==> src/rtl/fcd_pkg.sv <==
// Package for the fan curve duty controller.
// Shared widths, register indexes, parameter defaults and the window control struct.
// No dependencies.
package fcd_pkg;

    localparam int DUTY_W             = 8;
    localparam int TEMP_W             = 8;
    localparam int CFG_W              = 64;
    localparam int CFG_IDX_W          = 3;
    localparam int DIV_W              = 16;

    localparam int DEF_HEATUP_DEPTH   = 4;
    localparam int DEF_COOLDOWN_DEPTH = 10;
    localparam int DEF_MAX_POINTS     = 8;
    localparam int DEF_HAS_GPU        = 1;
    localparam int DEF_SMOOTH_MIN     = 0;

    typedef enum logic [CFG_IDX_W-1:0] {
        REG_FULL_DUTY,
        REG_RAMP_UP,
        REG_RAMP_DOWN,
        REG_PTS_USED,
        REG_PTS_LOWER,
        REG_PTS_UPPER
    } cfg_reg_t;

    typedef struct packed {
        logic push;
        logic rot;
    } win_ctl_t;

endpackage

==> src/rtl/fcd_win_cell.sv <==
// One cell of a duty window chain: holds one entry.
// Depends on fcd_pkg.
module fcd_win_cell
    import fcd_pkg::*;
(
    input  logic              clk,
    input  logic              rst_n,
    input  logic              adv,
    input  logic [DUTY_W-1:0] d,
    output logic [DUTY_W-1:0] q
);

    logic [DUTY_W-1:0] value_reg;

    always_ff @(posedge clk or negedge rst_n)
    begin
        if (!rst_n)
        begin
            value_reg <= '0;
        end
        else if (adv)
        begin
            value_reg <= d;
        end
    end

    assign q = value_reg;

endmodule

==> src/rtl/fcd_window.sv <==
// Duty window: a chain of cells that shifts toward the head.
// Push loads a new item at the tail; rotate moves the head to the tail.
// Depends on fcd_pkg and fcd_win_cell.
module fcd_window
    import fcd_pkg::*;
#(
    parameter int DEPTH = DEF_HEATUP_DEPTH
)
(
    input  logic              clk,
    input  logic              rst_n,
    input  win_ctl_t          ctl,
    input  logic [DUTY_W-1:0] push_duty,
    output logic [DUTY_W-1:0] head
);

    logic [DUTY_W-1:0] cell_q [DEPTH];
    logic [DUTY_W-1:0] cell_d [DEPTH];
    logic              adv;

    assign adv = ctl.push | ctl.rot;

    genvar i;
    generate
        for (i = 0; i < DEPTH; i++)
        begin : g_cell
            if (i == DEPTH - 1)
            begin : g_tail
                assign cell_d[i] = ctl.push ? push_duty : cell_q[0];
            end
            else
            begin : g_body
                assign cell_d[i] = cell_q[i+1];
            end

            fcd_win_cell u_cell (
                .clk   (clk),
                .rst_n (rst_n),
                .adv   (adv),
                .d     (cell_d[i]),
                .q     (cell_q[i])
            );
        end
    endgenerate

    assign head = cell_q[0];

endmodule

==> src/rtl/fcd_divider.sv <==
// Restoring divider, one quotient bit per cycle, unsigned.
// Used for curve interpolation. Depends on fcd_pkg.
module fcd_divider
    import fcd_pkg::*;
(
    input  logic              clk,
    input  logic              rst_n,
    input  logic              start,
    input  logic [DIV_W-1:0]  dividend,
    input  logic [7:0]        divisor,
    output logic [DIV_W-1:0]  quotient,
    output logic              done
);

    localparam int CNT_W = $clog2(DIV_W + 1);

    logic             busy_reg;
    logic             done_reg;
    logic [CNT_W-1:0] cnt_reg;
    logic [7:0]       rem_reg;
    logic [DIV_W-1:0] quo_reg;
    logic [7:0]       dsr_reg;

    logic [8:0]       trial;
    logic [8:0]       diff;
    logic             ge;

    assign trial = {rem_reg, quo_reg[DIV_W-1]};
    assign ge    = trial >= {1'b0, dsr_reg};
    assign diff  = trial - {1'b0, dsr_reg};

    always_ff @(posedge clk or negedge rst_n)
    begin
        if (!rst_n)
        begin
            busy_reg <= 1'b0;
            done_reg <= 1'b0;
            cnt_reg  <= '0;
            rem_reg  <= '0;
            quo_reg  <= '0;
            dsr_reg  <= '0;
        end
        else
        begin
            done_reg <= 1'b0;
            if (start)
            begin
                busy_reg <= 1'b1;
                cnt_reg  <= CNT_W'(DIV_W);
                rem_reg  <= '0;
                quo_reg  <= dividend;
                dsr_reg  <= divisor;
            end
            else if (busy_reg)
            begin
                rem_reg <= ge ? diff[7:0] : trial[7:0];
                quo_reg <= {quo_reg[DIV_W-2:0], ge};
                cnt_reg <= cnt_reg - CNT_W'(1);
                if (cnt_reg == CNT_W'(1))
                begin
                    busy_reg <= 1'b0;
                    done_reg <= 1'b1;
                end
            end
        end
    end

    assign quotient = quo_reg;
    assign done     = done_reg;

endmodule

==> src/rtl/fan_curve_duty_controller.sv <==
// Fan curve duty controller: curve lookup, heat-up/cool-down windows, slew limit.
// Depends on fcd_pkg, fcd_window, fcd_divider.
//
//   channel | direction | handshake            | payload
//   in      | in        | in_valid / in_stall  | cpu_temp, gpu_temp, powered_on, force_max
//   out     | out       | out_valid / out_stall| fan_duty, target_duty
//   cfg     | in        | cfg_wr_en            | cfg_index, cfg_data
//
// One item at a time. Unpowered or forced items go straight to the finish state and the output register.
// Curve items scan up to n points (n = points used, capped at MAX_POINTS), multiply and divide
// when interpolated, then push and rotate the heat-up and cool-down windows, and finish.
// The output register holds a result while stalled; the next item is taken meanwhile.
// Reset clears windows, duty state and config to their defaults.
module fan_curve_duty_controller
    import fcd_pkg::*;
#(
    parameter int HEATUP_DEPTH    = DEF_HEATUP_DEPTH,
    parameter int COOLDOWN_DEPTH  = DEF_COOLDOWN_DEPTH,
    parameter int MAX_POINTS      = DEF_MAX_POINTS,
    parameter int HAS_GPU         = DEF_HAS_GPU,
    parameter int SMOOTH_MIN_DUTY = DEF_SMOOTH_MIN
)
(
    input  logic                     clk,
    input  logic                     rst_n,
    input  logic                     in_valid,
    output logic                     in_stall,
    input  logic signed [TEMP_W-1:0] cpu_temp,
    input  logic signed [TEMP_W-1:0] gpu_temp,
    input  logic                     powered_on,
    input  logic                     force_max,
    output logic                     out_valid,
    input  logic                     out_stall,
    output logic [DUTY_W-1:0]        fan_duty,
    output logic [DUTY_W-1:0]        target_duty,
    input  logic                     cfg_wr_en,
    input  logic [CFG_IDX_W-1:0]     cfg_index,
    input  logic [CFG_W-1:0]         cfg_data
);

    localparam int MAX_DEPTH = (HEATUP_DEPTH > COOLDOWN_DEPTH) ? HEATUP_DEPTH : COOLDOWN_DEPTH;
    localparam int ROT_W     = $clog2(MAX_DEPTH + 1);
    localparam logic [3:0]        MAXP = 4'(MAX_POINTS);
    localparam logic [DUTY_W-1:0] SMIN = DUTY_W'(SMOOTH_MIN_DUTY);

    typedef enum logic [3:0] {
        ST_IDLE,
        ST_CURVE,
        ST_MUL,
        ST_DIV,
        ST_HU_PUSH,
        ST_HU_ROT,
        ST_CD_PUSH,
        ST_CD_ROT,
        ST_FINISH
    } state_t;

    state_t                     state_reg;

    logic [DUTY_W-1:0]          full_duty_reg;
    logic [DUTY_W-1:0]          ramp_up_reg;
    logic [DUTY_W-1:0]          ramp_down_reg;
    logic [3:0]                 pts_used_reg;
    logic [CFG_W-1:0]           pts_lower_reg;
    logic [CFG_W-1:0]           pts_upper_reg;

    logic signed [TEMP_W-1:0]   temp_reg;
    logic                       force_reg;
    logic [3:0]                 idx_reg;
    logic signed [TEMP_W-1:0]   pt_reg;
    logic [DUTY_W-1:0]          pd_reg;
    logic signed [17:0]         prod_reg;
    logic [7:0]                 dsr_reg;
    logic [DUTY_W-1:0]          duty_reg;
    logic [DUTY_W-1:0]          acc_reg;
    logic [ROT_W-1:0]           rot_cnt_reg;
    logic [DUTY_W-1:0]          smoothed_reg;
    logic [DUTY_W-1:0]          current_reg;
    logic                       out_valid_reg;
    logic [DUTY_W-1:0]          pwm_out_reg;
    logic [DUTY_W-1:0]          tgt_out_reg;

    // accept-side
    logic signed [TEMP_W-1:0]   temp_in;
    logic                       accept;

    // curve scan
    logic [3:0]                 n_eff;
    logic [2*CFG_W-1:0]         pts_all;
    logic [15:0]                cur_pt;
    logic signed [TEMP_W-1:0]   ct;
    logic [DUTY_W-1:0]          cd;
    logic signed [8:0]          dnum;
    logic signed [8:0]          ddiff;
    logic signed [8:0]          dden;
    logic signed [17:0]         prod_next;
    logic [17:0]                prod_mag;
    logic                       div_start;
    logic [DIV_W-1:0]           div_quo;
    logic                       div_done;
    logic [DUTY_W-1:0]          q8;
    logic [DUTY_W-1:0]          interp_duty;

    // windows
    win_ctl_t                   hu_ctl;
    win_ctl_t                   cd_ctl;
    logic [DUTY_W-1:0]          hu_head;
    logic [DUTY_W-1:0]          cd_head;
    logic [DUTY_W-1:0]          min_next;
    logic [DUTY_W-1:0]          max_next;

    // slew
    logic [8:0]                 up_sum;
    logic [DUTY_W-1:0]          up_cand;
    logic [DUTY_W-1:0]          dn_cand;
    logic [DUTY_W-1:0]          slew_next;
    logic                       changed;
    logic                       out_free;

    assign temp_in  = ((HAS_GPU != 0) && (gpu_temp > cpu_temp)) ? gpu_temp : cpu_temp;
    assign in_stall = (state_reg != ST_IDLE);
    assign accept   = in_valid && !in_stall;

    assign n_eff    = (pts_used_reg > MAXP) ? MAXP : pts_used_reg;
    assign pts_all  = {pts_upper_reg, pts_lower_reg};
    assign cur_pt   = pts_all[idx_reg[2:0]*16 +: 16];
    assign ct       = signed'(cur_pt[7:0]);
    assign cd       = cur_pt[15:8];
    assign dnum     = 9'(temp_reg) - 9'(pt_reg);
    assign ddiff    = signed'({1'b0, cd}) - signed'({1'b0, pd_reg});
    assign dden     = 9'(ct) - 9'(pt_reg);
    assign prod_next = dnum * ddiff;

    assign prod_mag  = prod_reg[17] ? 18'(-prod_reg) : prod_reg;
    assign div_start = (state_reg == ST_MUL);
    assign q8        = div_quo[DUTY_W-1:0];
    assign interp_duty = pd_reg + (prod_reg[17] ? (~q8 + 8'd1) : q8);

    fcd_divider u_div (
        .clk      (clk),
        .rst_n    (rst_n),
        .start    (div_start),
        .dividend (prod_mag[DIV_W-1:0]),
        .divisor  (dsr_reg),
        .quotient (div_quo),
        .done     (div_done)
    );

    assign hu_ctl.push = (state_reg == ST_HU_PUSH);
    assign hu_ctl.rot  = (state_reg == ST_HU_ROT);
    assign cd_ctl.push = (state_reg == ST_CD_PUSH);
    assign cd_ctl.rot  = (state_reg == ST_CD_ROT);

    fcd_window #(.DEPTH(HEATUP_DEPTH)) u_heatup (
        .clk       (clk),
        .rst_n     (rst_n),
        .ctl       (hu_ctl),
        .push_duty (duty_reg),
        .head      (hu_head)
    );

    fcd_window #(.DEPTH(COOLDOWN_DEPTH)) u_cooldown (
        .clk       (clk),
        .rst_n     (rst_n),
        .ctl       (cd_ctl),
        .push_duty (duty_reg),
        .head      (cd_head)
    );

    assign min_next = (hu_head < acc_reg) ? hu_head : acc_reg;
    assign max_next = (cd_head > acc_reg) ? cd_head : acc_reg;

    assign up_sum  = {1'b0, smoothed_reg} + {1'b0, ramp_up_reg};
    assign up_cand = (up_sum > {1'b0, full_duty_reg}) ? full_duty_reg : up_sum[DUTY_W-1:0];
    assign dn_cand = (smoothed_reg < ramp_down_reg) ? '0 : smoothed_reg - ramp_down_reg;

    always_comb
    begin
        slew_next = duty_reg;
        if ((duty_reg < smoothed_reg) && (smoothed_reg > SMIN) && (dn_cand > duty_reg))
        begin
            slew_next = dn_cand;
        end
        if ((duty_reg > smoothed_reg) && (duty_reg > SMIN) && (up_cand < duty_reg))
        begin
            slew_next = up_cand;
        end
    end

    assign changed  = (duty_reg != current_reg);
    assign out_free = !out_valid_reg || !out_stall;

    // configuration
    always_ff @(posedge clk or negedge rst_n)
    begin
        if (!rst_n)
        begin
            full_duty_reg <= 8'd255;
            ramp_up_reg   <= 8'd5;
            ramp_down_reg <= 8'd2;
            pts_used_reg  <= '0;
            pts_lower_reg <= '0;
            pts_upper_reg <= '0;
        end
        else if (cfg_wr_en)
        begin
            unique case (cfg_index)
                REG_FULL_DUTY: full_duty_reg <= cfg_data[DUTY_W-1:0];
                REG_RAMP_UP:   ramp_up_reg   <= cfg_data[DUTY_W-1:0];
                REG_RAMP_DOWN: ramp_down_reg <= cfg_data[DUTY_W-1:0];
                REG_PTS_USED:  pts_used_reg  <= cfg_data[3:0];
                REG_PTS_LOWER: pts_lower_reg <= cfg_data;
                REG_PTS_UPPER: pts_upper_reg <= cfg_data;
                default: ;
            endcase
        end
    end

    // sequencer, duty state and output register
    always_ff @(posedge clk or negedge rst_n)
    begin
        if (!rst_n)
        begin
            state_reg     <= ST_IDLE;
            temp_reg      <= '0;
            force_reg     <= 1'b0;
            idx_reg       <= '0;
            pt_reg        <= '0;
            pd_reg        <= '0;
            prod_reg      <= '0;
            dsr_reg       <= '0;
            duty_reg      <= '0;
            acc_reg       <= '0;
            rot_cnt_reg   <= '0;
            smoothed_reg  <= '0;
            current_reg   <= '0;
            out_valid_reg <= 1'b0;
            pwm_out_reg   <= '0;
            tgt_out_reg   <= '0;
        end
        else
        begin
            if (out_valid_reg && !out_stall && (state_reg != ST_FINISH))
            begin
                out_valid_reg <= 1'b0;
            end

            unique case (state_reg)
                ST_IDLE:
                begin
                    if (accept)
                    begin
                        temp_reg  <= temp_in;
                        force_reg <= force_max;
                        idx_reg   <= '0;
                        pt_reg    <= '0;
                        pd_reg    <= '0;
                        if (!powered_on)
                        begin
                            duty_reg  <= '0;
                            state_reg <= ST_FINISH;
                        end
                        else if (force_max)
                        begin
                            duty_reg  <= full_duty_reg;
                            state_reg <= ST_FINISH;
                        end
                        else
                        begin
                            state_reg <= ST_CURVE;
                        end
                    end
                end

                ST_CURVE:
                begin
                    if (idx_reg >= n_eff)
                    begin
                        duty_reg  <= full_duty_reg;
                        state_reg <= ST_HU_PUSH;
                    end
                    else if (temp_reg == ct)
                    begin
                        duty_reg  <= cd;
                        state_reg <= ST_HU_PUSH;
                    end
                    else if ((temp_reg < ct) && (idx_reg == '0))
                    begin
                        duty_reg  <= '0;
                        state_reg <= ST_HU_PUSH;
                    end
                    else if ((temp_reg < ct) && (temp_reg > pt_reg))
                    begin
                        prod_reg  <= prod_next;
                        dsr_reg   <= dden[7:0];
                        state_reg <= ST_MUL;
                    end
                    else
                    begin
                        pt_reg  <= ct;
                        pd_reg  <= cd;
                        idx_reg <= idx_reg + 4'd1;
                    end
                end

                ST_MUL:
                begin
                    state_reg <= ST_DIV;
                end

                ST_DIV:
                begin
                    if (div_done)
                    begin
                        duty_reg  <= interp_duty;
                        state_reg <= ST_HU_PUSH;
                    end
                end

                ST_HU_PUSH:
                begin
                    acc_reg     <= duty_reg;
                    rot_cnt_reg <= ROT_W'(HEATUP_DEPTH - 1);
                    state_reg   <= ST_HU_ROT;
                end

                ST_HU_ROT:
                begin
                    acc_reg <= min_next;
                    if (rot_cnt_reg == '0)
                    begin
                        duty_reg  <= min_next;
                        state_reg <= ST_CD_PUSH;
                    end
                    else
                    begin
                        rot_cnt_reg <= rot_cnt_reg - ROT_W'(1);
                    end
                end

                ST_CD_PUSH:
                begin
                    acc_reg     <= duty_reg;
                    rot_cnt_reg <= ROT_W'(COOLDOWN_DEPTH - 1);
                    state_reg   <= ST_CD_ROT;
                end

                ST_CD_ROT:
                begin
                    acc_reg <= max_next;
                    if (rot_cnt_reg == '0)
                    begin
                        duty_reg  <= max_next;
                        state_reg <= ST_FINISH;
                    end
                    else
                    begin
                        rot_cnt_reg <= rot_cnt_reg - ROT_W'(1);
                    end
                end

                ST_FINISH:
                begin
                    if (out_free)
                    begin
                        out_valid_reg <= 1'b1;
                        if (changed)
                        begin
                            smoothed_reg <= slew_next;
                            current_reg  <= force_reg ? full_duty_reg : slew_next;
                            pwm_out_reg  <= force_reg ? full_duty_reg : slew_next;
                            tgt_out_reg  <= slew_next;
                        end
                        else
                        begin
                            pwm_out_reg <= current_reg;
                            tgt_out_reg <= duty_reg;
                        end
                        state_reg <= ST_IDLE;
                    end
                end

                default:
                begin
                    state_reg <= ST_IDLE;
                end
            endcase
        end
    end

    assign out_valid   = out_valid_reg;
    assign fan_duty    = pwm_out_reg;
    assign target_duty = tgt_out_reg;

    a_accept_leaves_idle: assert property (@(posedge clk) disable iff (!rst_n)
        accept |=> (state_reg != ST_IDLE))
        else $error("accepted item did not start processing");

    a_div_done_in_div: assert property (@(posedge clk) disable iff (!rst_n)
        div_done |-> (state_reg == ST_DIV))
        else $error("divider finished outside interpolation");

    a_hu_rot_bound: assert property (@(posedge clk) disable iff (!rst_n)
        (state_reg == ST_HU_ROT) |-> (rot_cnt_reg <= ROT_W'(HEATUP_DEPTH - 1)))
        else $error("heat-up rotation count out of range");

    a_duty_only_at_finish: assert property (@(posedge clk) disable iff (!rst_n)
        (state_reg != ST_FINISH) |=> $stable(current_reg))
        else $error("current duty changed outside finish");

endmodule

==> config.mk <==
export PLATFORM = sky130hd
export DESIGN_NAME = fan_curve_duty_controller
export DESIGN_NICKNAME = d
export VERILOG_FILES = /design/src/rtl/fcd_pkg.sv /design/src/rtl/fcd_win_cell.sv /design/src/rtl/fcd_window.sv /design/src/rtl/fcd_divider.sv /design/src/rtl/fan_curve_duty_controller.sv
export SDC_FILE = /design/constraint.sdc
export NUM_CORES = 1
export LEC_CHECK = 0
export ABC_CLOCK_PERIOD_IN_PS = 18100
export BUFFER_PORTS_ARGS = -buffer_cell sky130_fd_sc_hd__buf_2
export CORE_MARGIN = 1
export CORE_UTILIZATION = 40
export CTS_CLUSTER_SIZE = 25
export DETAILED_ROUTE_END_ITERATION = 6
export GPL_TIMING_DRIVEN = 0
export PLACE_DENSITY_LB_ADDON = 0.15
export RECOVER_POWER = 50
export SYNTH_ARGS = -nofsm -noshare
export SYNTH_HDL_FRONTEND = slang
export SYNTH_HIERARCHICAL = 1
export SYNTH_SLANG_ARGS = --single-unit
==> constraint.sdc <==
create_clock -name clk -period 18.1 [get_ports clk]
set_clock_uncertainty 0.15 [all_clocks]
set_input_delay 4.525 -clock clk [delete_from_list [all_inputs] [get_ports clk]]
set_output_delay 4.525 -clock clk [all_outputs]
set_load 0.02 [all_outputs]
==> out/results.tsv, run 1 <==
metric	value	unit
outcome	complete, but fails checks	
slew-limit-headroom	-275.0	%
wire_per_inst	19.28	um
num_rows	92	
syn_area	25910	um^2
dieWidth	256.5	um
ctsHoldBuffers	0	
worst_pin_slew	5624	ps
mostFrequentLayoutCells	dfrtp_1, inv_1, nand2_1	
drt_pre_antenna_iters	5	
cts_tree	yes	
die_height	256.5	um
cts_resized	0	
period_share	53.86	%
grt_max_degree	112	
syn-instance-count	2290	
mostFrequentLayoutCell	dfrtp_1	
tns	0	ps
synthToLayoutAreaGrowth	11.06	%
synth_edf_count	0	
final_nets	2786	
synthesis.nets	2626	
cp.arrival	10060	ps
path_clk_slew	70	ps
max_freq	102.6	MHz
root_buffer	clkbuf_16	
ys_warn_count	6	
hold_class	reg -> reg	
drv_slew	99	
drt-initial-drc-count	855	
fin_crit	9749	ps
ant_nets	0	
gp_congestion	0.8692	
cp-end-kind	flip-flop	
startpoint_type	flip-flop	
route.detailed.drc	0	
seqCellArea	10270	um^2
cpMaxStageDelayCell	xor2_1	
initial_core_util	40.78	%
cts_made_buffers	48	
cts.sinks	410	
track_usage	19.98	%
violations	max-capacitance violations, max-slew violations	
hold_viol_final	0	
cp_slowest_stage_delay	780	ps
synth_flop_cell	dfrtp_1	
fillers	6055	
cp_common_cell	fa_1	
clockBufferDepth	3	
grt_overflow	0	
wirelength	64380	um
multi_input_area	14070	um^2
cts_setup_buffers	0	
port_buffers	107	
postSynthAreaPerCell	11.31	um^2
via_per_inst	5.292	
crit_type	reg -> reg	
io_pins	108	
synth_cell_types	86	
grt_pass1_wl	105000	um
grt_pass1_vias	18660	
cap_violations	1	
rsz0062_at_grt	no	
crit_fanout	10	
critPathRequiredTime	18410	ps
ys_seq_elements	410	
coreArea	63540	um^2
vias	17670	
drive_gt1_share	19.00	%
synth_sequential_area_ratio	39.65	%
setup_viol	0	
antenna_found_initial	9	
htreeDepth	2	
ys_async_sr_fraction	100.0	%
insertion_delay	600	ps
largest_reg_flops	80	
dieArea	65800	um^2
dpl.hpwl	49000	um
==> layout make-up <==
cell class | count | area share (%)
multi-input combinational | 1594 | 48.90
sequential | 410 | 35.70
antenna | 3 | 0.02609
inverter | 201 | 2.622
clock buffer | 76 | 4.961
clock inverter | 14 | 0.7653
tap | 846 | 3.679
timing repair buffer | 110 | 2.139
buffer | 85 | 1.209
==> path summary, 6_finish.rpt <==
path	start	to	slack (ps)	cells after the start
setup / recovery	idx_reg[0]$_DFFE_PN0P_	prod_reg[17]$_DFFE_PN0P_	8350	29
hold / removal	pt_reg[3]$_DFFE_PN0P_	pt_reg[3]$_DFFE_PN0P_	330	2
setup reg to reg	idx_reg[0]$_DFFE_PN0P_	prod_reg[17]$_DFFE_PN0P_	8350	29
hold reg to reg	pt_reg[3]$_DFFE_PN0P_	pt_reg[3]$_DFFE_PN0P_	330	2
max in group asynchronous	rst_n	pts_lower_reg[56]$_DFFE_PN0P_	8780	1
min in group asynchronous	rst_n	u_div/dsr_reg[2]$_DFFE_PN0P_	5800	1
==> cell usage after synthesis (all sizes together) (14+ instances only) <==
library cell / number / area (um^2)
nor3: 29 / 150.1
clkbuf: 55 / 206.5
mux4: 32 / 720.7
mux2: 302 / 3881
xnor2: 52 / 455.4
ha: 169 / 2115
xor2: 37 / 324.1
nand2b: 31 / 193.9
nor2: 113 / 424.2
a21oi: 61 / 316.6
o21ai: 147 / 735.7
nand2: 188 / 705.7
a211oi: 18 / 135.1
nand3: 18 / 95.09
a21o: 26 / 195.2
fa: 77 / 1541
o22ai: 14 / 87.58
o21a: 14 / 105.1
inv: 201 / 754.5
or2: 16 / 100.1
buf: 30 / 254.0
dfrtp: 399 / 9985
mux2i: 69 / 690.7
nor2b: 30 / 187.7
==> worst max-delay path, delay by kind of cell, from the launching register on <==
kind            cells  cell delay [ps]
fa+ha+maj           7             3130
compound gates     11             2140
simple gates        1              260
mux                 2             1110
flops               1              350
buf+inv             6             1470
xor+xnor            2             1000
==> per-stage QoR <==
step           worst slack, ps  util, %  area (um^2)  hold WS [ps]  std cells
5_1_grt                   7611    45.28        28770         342.3       3337
3_3_place_gp              4080    43.29        27500         317.9       3243
4_1_cts                   8355    46.03        29250         334.1       3336
3_5_place_dp              8362    43.44        27600         321.1       3246
6_report                  8351    45.29        28780         330.5       3339
2_1_floorplan             9976        -        25910         293.1       2290
==> routing by layer <==
layer  global-route usage (%)  vias to the layer above  wire, um
met2                    32.60                      346     29950
met3                    3.470                      119      2870
met4                    6.630                       12      2031
met1                    26.86                     8815     29460
li1                         -                     8379         -
met5                        0                        -        58
==> kinds of logic (layout without fill, tap and decap cells) <==
| group | after synthesis | after routing | share of synthesized area (%) |
|---|---|---|---|
| AOI/OAI and AO/OA | 367 | 367 | 9.171 |
| xor gates and xnor gates | 89 | 89 | 3.009 |
| adders and majority gates | 246 | 246 | 14.11 |
| buffers and inverters | 286 | 486 | 4.689 |
| DFF | 410 | 410 | 39.65 |
| muxes | 403 | 403 | 20.43 |
| other | 0 | 3 | 0 |
| and+or+nand+nor | 489 | 489 | 8.944 |
Power of run 1 is left out: the tool's default activity adds up to more than one toggle a clock period on the data nets, which glitch-free logic cannot reach.
==> run 2, diff against run 1 <==
--- a/config.mk
+++ b/config.mk
@@ -5,7 +5,8 @@
 export SDC_FILE = /design/constraint.sdc
 export NUM_CORES = 1
 export LEC_CHECK = 0
-export ABC_CLOCK_PERIOD_IN_PS = 18100
+export ABC_AREA = 1
+export ABC_CLOCK_PERIOD_IN_PS = 10000
 export BUFFER_PORTS_ARGS = -buffer_cell sky130_fd_sc_hd__buf_2
 export CORE_MARGIN = 1
 export CORE_UTILIZATION = 40
==> constraint.sdc (replaced) <==
create_clock -name clk -period 10 [get_ports clk]
set_clock_uncertainty 0.15 [all_clocks]
set_input_delay 2.5 -clock clk [delete_from_list [all_inputs] [get_ports clk]]
set_output_delay 2.5 -clock clk [all_outputs]
set_load 0.02 [all_outputs]
==> run 2 against run 1 <==
The run still ends with max-capacitance violations, max-slew violations left. Non-clock buffer count increased by 17. Synthesized area down 0.45%. Final area grew 0.73%. Sequential share of layout area decreased by 0.26 points. Clock-buffer cell count shrank 13. First-iteration DRC count increased by 42%. Via count increased by 22%.
==> out/results.tsv, run 2 <==
metric	value	unit
outcome	complete, but fails checks	
violations	max-capacitance violations, max-slew violations	
syn-instance-count	3228	
track_usage	21.95	%
hold_class	reg -> reg	
dieWidth	255.9	um
grt_pass1_wl	116000	um
gp_congestion	0.9315	
port_buffers	107	
ys_warn_count	6	
postSynthAreaPerCell	7.991	um^2
dpl.hpwl	56060	um
route.detailed.drc	0	
mostFrequentLayoutCell	nand2_1	
ys_seq_elements	410	
cp-end-kind	flip-flop	
io_pins	108	
cts_resized	0	
r2r_cells	35	
die_height	255.9	um
root_buffer	clkbuf_16	
pre_cts_ws	1015	ps
cp_common_cell	inv_1	
cap_violations	3	
reg2reg_to	prod_reg[17]$_DFFE_PN0P_	
critPathRequiredTime	10330	ps
grt_overflow	0	
synth_flop_cell	dfrtp_1	
tns	0	ps
vias	21500	
drv_slew	316	
insertion_delay	590	ps
wire_per_inst	16.65	um
cts_tree	yes	
drt_pre_antenna_iters	5	
reg2reg_from	idx_reg[1]$_DFFE_PN0P_	
crit_fanout	10	
cts.sinks	410	
cp_slowest_stage_delay	760	ps
cts_setup_buffers	0	
ys_async_sr_fraction	100.0	%
grt_pass1_vias	22020	
yosys.area.top_type	dfrtp_1	
final_util	45.70	%
timing.final.ws_setup	1098	ps
synth.most_common_cell	nand2_1	
coreArea	63430	um^2
synthesis.nets	3564	
synth_top_cell_area_share	38.71	%
htreeDepth	2	
final_nets	3723	
synth_edf_count	0	
hold_viol_final	0	
rsz0062_at_grt	no	
critPathCapture	prod_reg[17]$_DFFE_PN0P_	
path_clk_slew	60	ps
max_freq	112.3	MHz
fin_crit	8902	ps
cp.arrival	9230	ps
synth_sequential_area_ratio	39.83	%
largest_reg_flops	80	
grt_max_degree	123	
worst_pin_slew	4303	ps
rrSetupSlack	1100	ps
synthToLayoutAreaGrowth	12.37	%
slew-limit-headroom	-186.9	%
initial_core_util	40.67	%
startpoint	idx_reg[1]$_DFFE_PN0P_	
num_rows	92	
ctsHoldBuffers	0	
ant_nets	0	
synth.area.top_cells	dfrtp_1, nand2_1, ha_1, o21ai_0, fa_1	
drt-initial-drc-count	1214	
cts_made_buffers	47	
wirelength	71090	um
crit_type	reg -> reg	
startpoint_type	flip-flop	
antenna_found_initial	3	
via_per_inst	5.035	
mostFrequentLayoutCells	nand2_1, inv_1, dfrtp_1	
setup_viol	0	
cpMaxStageDelayCell	xnor2_1	
syn_area	25790	um^2
dieArea	65500	um^2
synth_cell_types	59	
clockBufferDepth	3	
period_share	89.02	%
yosys-top-cells-count	nand2_1, inv_1, dfrtp_1	
whs_path_depth	2	
drive_gt1_share	10.46	%
==> run 2: cell types whose count changed after synthesis, moves of 31 or more <==
cell,before,now
a21oi_1,58,102
inv_1,201,410
mux2_2,174,0
mux2_4,128,0
mux2i_1,69,0
mux4_2,32,0
nand2_1,188,944
nand2_2,0,41
nand2b_1,31,0
nand3_1,17,71
nor2_1,113,192
o21ai_0,137,352
==> run 2: through the flow <==
stage | hold WS (ps) | instance area (um^2) | std cells
after floorplan | 291.7 | 25790 | 3228
after detailed placement | 309.2 | 27480 | 4184
final | 319.3 | 28990 | 4270
after global placement | 309.3 | 27390 | 4181
after global routing | 341.2 | 28980 | 4269
after CTS | 323.4 | 29090 | 4269
==> run 2: worst min-delay path by stage <==
stage | startpoint | endpoint | slack, ps
after floorplan | u_cooldown/g_cell[1].u_cell/q[6]$_DFFE_PN0P_ | u_cooldown/g_cell[1].u_cell/q[6]$_DFFE_PN0P_ | 290
after global placement | u_heatup/g_cell[2].u_cell/q[5]$_DFFE_PN0P_ | u_heatup/g_cell[2].u_cell/q[5]$_DFFE_PN0P_ | 310
after detailed placement | u_heatup/g_cell[2].u_cell/q[2]$_DFFE_PN0P_ | u_heatup/g_cell[2].u_cell/q[2]$_DFFE_PN0P_ | 310
after CTS | u_heatup/g_cell[2].u_cell/q[2]$_DFFE_PN0P_ | u_heatup/g_cell[2].u_cell/q[2]$_DFFE_PN0P_ | 320
after global routing | u_cooldown/g_cell[7].u_cell/q[6]$_DFFE_PN0P_ | u_cooldown/g_cell[7].u_cell/q[6]$_DFFE_PN0P_ | 340
final | u_cooldown/g_cell[6].u_cell/q[5]$_DFFE_PN0P_ | u_cooldown/g_cell[6].u_cell/q[5]$_DFFE_PN0P_ | 320
==> run 2: critical path: cells and delay by family, from the launching register on <==
family	cells	cell delay, ps
AOI/OAI and AO/OA	10	1700
and+or+nand+nor	8	1020
buffers and inverters	8	1040
xor gates and xnor gates	2	1060
adders and majority gates	7	3230
DFF	1	590
==> run 2: cell families (layout without fill, tap and decap cells) <==
| family | Yosys count | after routing | synth area share [%] |
|---|---|---|---|
| AND/OR/NAND/NOR | 1339 | 1339 | 21.28 |
| flip-flops | 410 | 410 | 39.83 |
| adder cells (fa/ha/maj) | 246 | 246 | 14.17 |
| AO/OA/AOI/OAI | 626 | 626 | 13.80 |
| other | 0 | 1 | 0 |
| buffers and inverters | 540 | 735 | 8.639 |
| XOR/XNOR | 67 | 67 | 2.275 |
==> run 2: layout make-up <==
| type | count | area (um^2) |
|---|---|---|
| diodes | 1 | 2.502 |
| plain buffers | 102 | 540.5 |
| clock buffers | 63 | 1348 |
| clock inverters | 22 | 264.0 |
| fillers | 6321 | 34440 |
| inverters | 438 | 1647 |
| multi-input cells | 2278 | 13280 |
| flip-flops and latches | 410 | 10270 |
| well taps | 846 | 1059 |
| repair buffers | 110 | 568.0 |
==> run 2: per-layer routing <==
layer,vias to the layer above,GRT usage (%),wire length (um)
li1,10670,-,-
met1,10270,28.43,31820
met2,447,37.98,34540
met3,108,2.634,2683
met4,4,7.169,2016
met5,-,0,23
Power of run 2 is left out for the same reason.
